==> src/rtl/sodhb_pkg.sv <==
// Package for the send-on-delta heartbeat filter: sizes, field types and codes.
// Used by every module of the block; depends on nothing.
`default_nettype none

package sodhb_pkg;

    localparam int CHANNELS    = 16;
    localparam int CHAN_W      = 4;
    localparam int CHAN_IDX_W  = (CHANNELS > 1) ? $clog2(CHANNELS) : 1;
    localparam int CHAN_CMP_W  = CHAN_W + 1;
    localparam int VALUE_W     = 32;
    localparam int CFG_W       = 16;
    localparam int KIND_BITS   = 3;
    localparam int QUEUE_DEPTH = 2;
    localparam int QPTR_W      = $clog2(QUEUE_DEPTH);
    localparam int QCNT_W      = $clog2(QUEUE_DEPTH + 1);

    localparam logic [CFG_W-1:0] DEADBAND_RESET  = 16'd1311;
    localparam logic [CFG_W-1:0] HEARTBEAT_RESET = 16'd1000;

    typedef enum logic {
        CMD_SAMPLE = 1'b0,
        CMD_TICK   = 1'b1
    } cmd_t;

    typedef enum logic [1:0] {
        KIND_SCALAR = 2'd0,
        KIND_FLAG   = 2'd1,
        KIND_PAIR   = 2'd2,
        KIND_OTHER  = 2'd3
    } kind_t;

    typedef enum logic {
        REG_DEADBAND  = 1'b0,
        REG_HEARTBEAT = 1'b1
    } reg_index_t;

    typedef enum logic {
        WHY_CHANGED   = 1'b0,
        WHY_HEARTBEAT = 1'b1
    } why_t;

    typedef struct packed {
        logic               cmd;
        logic [CHAN_W-1:0]  channel;
        logic [1:0]         kind;
        logic signed [31:0] scalar_value;
        logic               flag_value;
        logic signed [7:0]  state_id;
        logic signed [15:0] maneuver_id;
    } in_item_t;

    typedef struct packed {
        logic [CHAN_W-1:0]  out_channel;
        logic               why_sent;
        logic [1:0]         out_kind;
        logic signed [31:0] out_scalar;
        logic               out_flag;
        logic signed [7:0]  out_state;
        logic signed [15:0] out_maneuver;
    } out_item_t;

    // Classified request passed from front to back.
    typedef struct packed {
        logic                   is_tick;
        logic                   chan_ok;
        logic [CHAN_W-1:0]      channel;
        kind_t                  kind;
        logic [KIND_BITS-1:0]   kind_bit;
        logic [VALUE_W-1:0]     scalar;
        logic                   flag;
        logic [23:0]            pair;
    } req_t;

    typedef struct packed {
        logic [CFG_W-1:0] deadband;
        logic [CFG_W-1:0] heartbeat_ms;
    } cfg_t;

endpackage

`default_nettype wire

==> src/rtl/send_on_delta_heartbeat_filter.sv <==
// Top level of the send-on-delta heartbeat filter: configuration registers and
// the front, queue and back parts. Depends on sodhb_pkg and the sodhb_* modules.
//
// Usage: each request on the item channel (item_valid / item_stall / item) is
// either a one-millisecond tick or a sample on a channel. A sample is forwarded
// on the result channel (result_valid / result_stall / result) when it changed
// beyond the deadband, is the first of its kind on the channel, or the channel
// has been silent longer than heartbeat_ms. Ticks and filtered samples give no
// result. The write port (cfg_we / cfg_index / cfg_data) sets the deadband and
// the heartbeat period; write it only while the block is idle.
// A result is offered once its sample has passed a queue entry and then the
// result register, and stays offered until the receiver takes it.
// Throughput: one request per cycle while the result is not stalled, set by the
// channel state update in the back part.
// Reset clears the time counter, every channel's send time and seen marks, the
// queue and the result valid flag, and loads the default configuration.
// When the receiver stalls, the result holds, the back part stops, and the
// two-entry queue fills; item_stall rises once it is full.
`default_nettype none

module send_on_delta_heartbeat_filter
    import sodhb_pkg::*;
(
    input  wire logic             clk,
    input  wire logic             rst_n,
    input  wire logic             item_valid,
    output logic                  item_stall,
    input  wire in_item_t         item,
    output logic                  result_valid,
    input  wire logic             result_stall,
    output out_item_t             result,
    input  wire logic             cfg_we,
    input  wire logic             cfg_index,
    input  wire logic [CFG_W-1:0] cfg_data
);

    cfg_t cfg_reg, cfg_next;
    logic q_full;
    logic q_push;
    req_t q_req;
    logic q_pop;
    logic head_valid;
    req_t head_req;

    always_comb
    begin
        cfg_next = cfg_reg;
        if (cfg_we)
        begin
            unique case (reg_index_t'(cfg_index))
                REG_DEADBAND:  cfg_next.deadband     = cfg_data;
                REG_HEARTBEAT: cfg_next.heartbeat_ms = cfg_data;
                default:       ;
            endcase
        end
    end

    always_ff @(posedge clk or negedge rst_n)
    begin
        if (!rst_n)
        begin
            cfg_reg.deadband     <= DEADBAND_RESET;
            cfg_reg.heartbeat_ms <= HEARTBEAT_RESET;
        end
        else
        begin
            cfg_reg <= cfg_next;
        end
    end

    sodhb_front u_front (
        .item_valid (item_valid),
        .item       (item),
        .q_full     (q_full),
        .item_stall (item_stall),
        .q_push     (q_push),
        .q_req      (q_req)
    );

    sodhb_queue u_queue (
        .clk        (clk),
        .rst_n      (rst_n),
        .push       (q_push),
        .push_req   (q_req),
        .pop        (q_pop),
        .full       (q_full),
        .head_valid (head_valid),
        .head_req   (head_req)
    );

    sodhb_back u_back (
        .clk          (clk),
        .rst_n        (rst_n),
        .cfg          (cfg_reg),
        .head_valid   (head_valid),
        .head_req     (head_req),
        .pop          (q_pop),
        .result_valid (result_valid),
        .result_stall (result_stall),
        .result       (result)
    );

endmodule

`default_nettype wire

==> src/rtl/sodhb_front.sv <==
// Front part: accepts input requests and classifies them for the back part.
// Depends on sodhb_pkg.
`default_nettype none

module sodhb_front
    import sodhb_pkg::*;
(
    input  wire logic     item_valid,
    input  wire in_item_t item,
    input  wire logic     q_full,
    output logic          item_stall,
    output logic          q_push,
    output req_t          q_req
);

    kind_t kind;

    assign kind       = kind_t'(item.kind);
    assign item_stall = q_full;
    assign q_push     = item_valid && !q_full;

    always_comb
    begin
        q_req          = '0;
        q_req.is_tick  = (item.cmd == CMD_TICK);
        q_req.chan_ok  = ({1'b0, item.channel} < CHAN_CMP_W'(CHANNELS));
        q_req.channel  = item.channel;
        q_req.kind     = kind;
        unique case (kind)
            KIND_SCALAR:
            begin
                q_req.kind_bit = 3'b001;
                q_req.scalar   = item.scalar_value;
            end
            KIND_FLAG:
            begin
                q_req.kind_bit = 3'b010;
                q_req.flag     = item.flag_value;
            end
            KIND_PAIR:
            begin
                q_req.kind_bit = 3'b100;
                q_req.pair     = {item.state_id, item.maneuver_id};
            end
            default:
            begin
                q_req.kind_bit = 3'b000;
            end
        endcase
    end

endmodule

`default_nettype wire

==> src/rtl/sodhb_queue.sv <==
// Short request queue between front and back parts.
// Depends on sodhb_pkg.
`default_nettype none

module sodhb_queue
    import sodhb_pkg::*;
(
    input  wire logic clk,
    input  wire logic rst_n,
    input  wire logic push,
    input  wire req_t push_req,
    input  wire logic pop,
    output logic      full,
    output logic      head_valid,
    output req_t      head_req
);

    req_t              entry_reg [QUEUE_DEPTH];
    logic [QPTR_W-1:0] wr_ptr_reg, wr_ptr_next;
    logic [QPTR_W-1:0] rd_ptr_reg, rd_ptr_next;
    logic [QCNT_W-1:0] count_reg, count_next;

    assign full       = (count_reg == QCNT_W'(QUEUE_DEPTH));
    assign head_valid = (count_reg != '0);
    assign head_req   = entry_reg[rd_ptr_reg];

    always_comb
    begin
        wr_ptr_next = wr_ptr_reg;
        rd_ptr_next = rd_ptr_reg;
        count_next  = count_reg;
        if (push)
        begin
            wr_ptr_next = (wr_ptr_reg == QPTR_W'(QUEUE_DEPTH - 1)) ? '0 : wr_ptr_reg + 1'b1;
        end
        if (pop)
        begin
            rd_ptr_next = (rd_ptr_reg == QPTR_W'(QUEUE_DEPTH - 1)) ? '0 : rd_ptr_reg + 1'b1;
        end
        if (push && !pop)
        begin
            count_next = count_reg + 1'b1;
        end
        else if (pop && !push)
        begin
            count_next = count_reg - 1'b1;
        end
    end

    always_ff @(posedge clk or negedge rst_n)
    begin
        if (!rst_n)
        begin
            wr_ptr_reg <= '0;
            rd_ptr_reg <= '0;
            count_reg  <= '0;
        end
        else
        begin
            wr_ptr_reg <= wr_ptr_next;
            rd_ptr_reg <= rd_ptr_next;
            count_reg  <= count_next;
        end
    end

    always_ff @(posedge clk)
    begin
        if (push)
        begin
            entry_reg[wr_ptr_reg] <= push_req;
        end
    end

endmodule

`default_nettype wire

==> src/rtl/sodhb_back.sv <==
// Back part: per-channel change and heartbeat decision, channel state, result register.
// Depends on sodhb_pkg.
`default_nettype none

module sodhb_back
    import sodhb_pkg::*;
(
    input  wire logic      clk,
    input  wire logic      rst_n,
    input  wire cfg_t      cfg,
    input  wire logic      head_valid,
    input  wire req_t      head_req,
    output logic           pop,
    output logic           result_valid,
    input  wire logic      result_stall,
    output out_item_t      result
);

    logic [VALUE_W-1:0]    now_reg, now_next;
    logic [VALUE_W-1:0]    last_sent_reg [CHANNELS];
    logic [KIND_BITS-1:0]  seen_reg      [CHANNELS];
    logic [VALUE_W-1:0]    held_scalar_reg [CHANNELS];
    logic                  held_flag_reg   [CHANNELS];
    logic [23:0]           held_pair_reg   [CHANNELS];
    logic                  result_valid_reg, result_valid_next;
    out_item_t             result_reg;

    logic [CHAN_IDX_W-1:0] idx;
    logic                  out_free;
    logic                  sample;
    logic                  first;
    logic signed [32:0]    diff;
    logic [32:0]           abs_diff;
    logic                  changed;
    logic                  beat;
    logic                  send;
    logic [VALUE_W-1:0]    elapsed;

    assign idx          = head_req.channel[CHAN_IDX_W-1:0];
    assign out_free     = !result_valid_reg || !result_stall;
    assign pop          = head_valid && out_free;
    assign sample       = pop && !head_req.is_tick && head_req.chan_ok;
    assign first        = ((seen_reg[idx] & head_req.kind_bit) == '0);
    assign diff         = {held_scalar_reg[idx][31], held_scalar_reg[idx]}
                        - {head_req.scalar[31], head_req.scalar};
    assign abs_diff     = diff[32] ? 33'(-diff) : 33'(diff);
    assign elapsed      = now_reg - last_sent_reg[idx];
    assign beat         = (elapsed > {16'b0, cfg.heartbeat_ms});
    assign send         = changed || beat;
    assign result_valid = result_valid_reg;
    assign result       = result_reg;

    always_comb
    begin
        unique case (head_req.kind)
            KIND_SCALAR: changed = first || (abs_diff > {17'b0, cfg.deadband});
            KIND_FLAG:   changed = first || (held_flag_reg[idx] != head_req.flag);
            KIND_PAIR:   changed = first || (held_pair_reg[idx] != head_req.pair);
            default:     changed = 1'b0;
        endcase
    end

    always_comb
    begin
        now_next          = now_reg;
        result_valid_next = result_valid_reg;
        if (pop && head_req.is_tick)
        begin
            now_next = now_reg + 1'b1;
        end
        if (out_free)
        begin
            result_valid_next = sample && send;
        end
    end

    always_ff @(posedge clk or negedge rst_n)
    begin
        if (!rst_n)
        begin
            now_reg          <= '0;
            result_valid_reg <= 1'b0;
            for (int i = 0; i < CHANNELS; i++)
            begin
                last_sent_reg[i] <= '0;
                seen_reg[i]      <= '0;
            end
        end
        else
        begin
            now_reg          <= now_next;
            result_valid_reg <= result_valid_next;
            if (sample && changed)
            begin
                seen_reg[idx] <= seen_reg[idx] | head_req.kind_bit;
            end
            if (sample && send)
            begin
                last_sent_reg[idx] <= now_reg;
            end
        end
    end

    always_ff @(posedge clk)
    begin
        if (sample && changed)
        begin
            unique case (head_req.kind)
                KIND_SCALAR: held_scalar_reg[idx] <= head_req.scalar;
                KIND_FLAG:   held_flag_reg[idx]   <= head_req.flag;
                KIND_PAIR:   held_pair_reg[idx]   <= head_req.pair;
                default:     ;
            endcase
        end
        if (sample && send)
        begin
            result_reg.out_channel  <= head_req.channel;
            result_reg.why_sent     <= changed ? WHY_CHANGED : WHY_HEARTBEAT;
            result_reg.out_kind     <= head_req.kind;
            result_reg.out_scalar   <= head_req.scalar;
            result_reg.out_flag     <= head_req.flag;
            result_reg.out_state    <= head_req.pair[23:16];
            result_reg.out_maneuver <= head_req.pair[15:0];
        end
    end

endmodule

`default_nettype wire
==> config.mk <==
export PLATFORM = sky130hd
export DESIGN_NAME = send_on_delta_heartbeat_filter
export DESIGN_NICKNAME = d
export VERILOG_FILES = /design/src/rtl/sodhb_pkg.sv /design/src/rtl/send_on_delta_heartbeat_filter.sv /design/src/rtl/sodhb_front.sv /design/src/rtl/sodhb_queue.sv /design/src/rtl/sodhb_back.sv
export SDC_FILE = /design/constraint.sdc
export NUM_CORES = 2
export LEC_CHECK = 0
export BUFFER_PORTS_ARGS = -buffer_cell sky130_fd_sc_hd__buf_2
export CELL_PAD_IN_SITES_DETAIL_PLACEMENT = 2
export CELL_PAD_IN_SITES_GLOBAL_PLACEMENT = 2
export CORE_MARGIN = 5
export CORE_UTILIZATION = 25
export DETAILED_ROUTE_END_ITERATION = 7
export PLACE_DENSITY_LB_ADDON = 0.1
export SYNTH_ARGS = -nofsm -noshare
export SYNTH_HDL_FRONTEND = slang
export SYNTH_SLANG_ARGS = --single-unit
==> constraint.sdc <==
create_clock -name clk -period 16.6 [get_ports clk]
set_clock_uncertainty 0.1 [all_clocks]
set_input_delay 3.32 -clock clk [delete_from_list [all_inputs] [get_ports clk]]
set_output_delay 3.32 -clock clk [all_outputs]
set_load 0.005 [all_outputs]
==> impl_metrics.env <==
export IMPL_wirelength_mm=262
export IMPL_clock_path_buffers=4
export IMPL_drc_errors=0
export IMPL_grtUsageTotal_pct=16.3
export IMPL_layout_setup_ws_ns=4.54
export IMPL_fmax_mhz=82.9
export IMPL_grt_pass1_vias=48600
export IMPL_crit_path_end_kind="flop"
export IMPL_clkSinkCount=1739
export IMPL_drive_above_1_share_pct=28.4
export IMPL_period_share_pct=72.7
export IMPL_worstMarginPinSlew_ns=1.32
export IMPL_clkPwrFrac_pct=27.2
export IMPL_crit_top_cell="buf_4"
export IMPL_gp_congestion=0.747
export IMPL_die_y_um=562
export IMPL_tritoncts="done"
export IMPL_ys_async_sr_fraction_pct=36.2
export IMPL_crit_required_ns=17.01
export IMPL_cts_root_buffer="clkbuf_16"
export IMPL_antenna_found_initial=30
export IMPL_ant_nets=0
export IMPL_drtPass1Iterations=5
export IMPL_cp_slowest_cell="o31ai_4"
export IMPL_p_int_mw=10.6
export IMPL_coreArea_mm2=0.303
export IMPL_initial_core_util_pct=25.1
export IMPL_rsz0062_at_grt="false"
export IMPL_drv_cap=0
export IMPL_ys_flop_type="edfxtp_1"
export IMPL_arrival_ns=12.47
export IMPL_p_per_area_mw_per_mm2=195
export IMPL_dieArea_mm2=0.315
export IMPL_postSynthCellCount=4875
export IMPL_clk_pin_slew_ns=0.06
export IMPL_comb_power_share_pct=40.9
export IMPL_final_area_mm2=0.0890
export IMPL_insertion_delay_ns=0.90
export IMPL_max_slew_margin_pct=11.8
export IMPL_grt_pass1_wl_mm=375
export IMPL_dpl_hpwl_mm=160
export IMPL_seqPwrFrac_pct=31.9
export IMPL_final_common_cell="edfxtp_1"
export IMPL_rows=202
export IMPL_vias=43900
export IMPL_netSwitchingFraction_pct=39.2
export IMPL_setup_violations=0
export IMPL_power_total_mw=17.4
export IMPL_syn_nets=5065
export IMPL_vias_per_cell=4.77
export IMPL_power_switching_mw=6.82
export IMPL_dieWidth_um=562
export IMPL_hold_viol=0
export IMPL_post_route_min_period_ns=12.06
export IMPL_ys_seq_elements=1739
export IMPL_post_place_ws_ns=4.42
export IMPL_vdd_ir_drop_max_mv=0.113
export IMPL_area_delta_synth_final_pct=17.1
export IMPL_synthesis_area_mm2=0.0761
export IMPL_final_cell_mix="edfxtp_1, dfrtp_1, mux2_2"
export IMPL_synth_edff_count=1110
export IMPL_grt_ovfl_total=0
export IMPL_cts_made_buffers=212
export IMPL_cp_max_fo=46
export IMPL_grt_max_degree=158
export IMPL_cts_resized_gates=0
export IMPL_postCtsHoldBufs=0
export IMPL_yosysSeqAreaShare_pct=64.5
export IMPL_cts_setup_buffers=0
export IMPL_yosys_cell_types_count=85
export IMPL_drtIter0Drc=2973
export IMPL_worstSetupStartpointType="flop"
export IMPL_crit_type="flop to flop"
export IMPL_layout_nets=5237
export IMPL_leakage_nw=33.7
export IMPL_wl_per_cell_um=28.5
export IMPL_io_buffers=151
export IMPL_num_io_pins=152
export IMPL_post_dp_cell_area_mm2=0.0820
export IMPL_cpPeakStageDelay_ns=0.92
export IMPL_hp_class="flop to flop"
export IMPL_slew_violations=0
export IMPL_status="completed"
export IMPL_setup_tns_ns=0
export IMPL_h_tree_depth=4
export IMPL_avgSynthCellArea_um2=15.6
export IMPL_synth_warnings=0
## layout make-up
type | count | area, um^2
flip-flops and latches | 1739 | 49100
diodes | 10 | 25.0
multi-input cells | 2749 | 25900
clock inverters | 97 | 1030
inverters | 93 | 377
fillers | 31200 | 214000
well taps | 3978 | 4980
clock buffers | 296 | 6010
repair buffers | 252 | 1600
## cells in the mapped netlist, types with 25 or more instances
library cell	count	area (um^2)
nand4_1	30	188
nand3_1	124	621
edfxtp_1	1110	33300
dfrtp_1	616	15400
mux4_2	330	7430
nor2_1	164	616
clkbuf_1	187	702
buf_1	55	206
mux2i_1	119	1190
xor2_1	25	219
and3_1	52	325
inv_1	89	334
a21oi_1	95	475
a31oi_1	47	294
buf_2	49	245
and2_1	68	425
o21ai_0	83	415
mux2_1	116	1310
nor3_1	30	150
xnor2_1	83	727
nand2_1	480	1800
mux2_2	496	5590
ha_1	102	1280
o211ai_1	25	188
## cells by family (layout without fill, tap and decap cells)
| kind of cell | count (synthesis) | count (layout) | synth area share, % |
|---|---|---|---|
| flops | 1739 | 1739 | 64.5 |
| mux | 1061 | 1061 | 20.4 |
| simple gates | 1042 | 1042 | 6.32 |
| compound gates | 434 | 434 | 3.77 |
| buf+inv | 387 | 738 | 2.01 |
| xor+xnor | 108 | 108 | 1.24 |
| fa+ha+maj | 104 | 104 | 1.73 |
| other cells | 0 | 10 | 0 |
## power by group through the flow
| stage | sequential, mW | clock (mW) | combinational [mW] |
|---|---|---|---|
| floorplan | 5.53 | 0 | 4.40 |
| global placement | 5.63 | 0 | 7.26 |
| detailed placement | 5.63 | 0 | 7.30 |
| CTS | 5.55 | 4.92 | 7.34 |
| global route | 5.59 | 5.09 | 7.79 |
| finish | 5.54 | 4.73 | 7.11 |
## worst max-delay path, delay by kind of cell, from the launching register on
| kind | cells | cell delay [ns] |
|---|---|---|
| mux | 2 | 0.83 |
| buf+inv | 7 | 2.41 |
| fa+ha+maj | 3 | 0.94 |
| simple gates | 6 | 1.47 |
| compound gates | 13 | 4.77 |
| flops | 1 | 0.58 |
| xor+xnor | 2 | 0.37 |
## stage by stage
| step | hold slack [ns] | std cells | util (%) |
|---|---|---|---|
| 2_1_floorplan | 0.352 | 4875 | - |
| 3_3_place_gp | 0.362 | 8811 | 27.1 |
| 3_5_place_dp | 0.372 | 8811 | 27.1 |
| 4_1_cts | 0.386 | 9204 | 29.4 |
| 5_1_grt | 0.396 | 9206 | 29.4 |
| 6_report | 0.380 | 9214 | 29.4 |
## layer usage
layer,wire (um),track usage [%],share of wire [%],vias to the layer above
li1,-,-,-,19000
met1,128000,24.0,49,24000
met2,120000,26.0,46,675
met3,8810,2.13,3.4,291
met4,4580,2.94,1.7,2
met5,16,0,0.0061,-
## path summary, 6_finish.rpt
kind	startpoint	to	slack, ns	cells past startpoint
setup reg to reg	u_queue.rd_ptr_reg	u_back.held_scalar_reg[5][30]	4.54	33
max in group asynchronous	rst_n	u_back.last_sent_reg[128]	11.92	3
min in group asynchronous	rst_n	u_back.last_sent_reg[342]	2.36	1
setup / recovery	u_queue.rd_ptr_reg	u_back.held_scalar_reg[5][30]	4.54	33
hold reg to reg	u_back.last_sent_reg[271]	u_back.last_sent_reg[271]	0.38	1
hold / removal	u_back.last_sent_reg[271]	u_back.last_sent_reg[271]	0.38	1
Power figures use the tool's default switching activity.
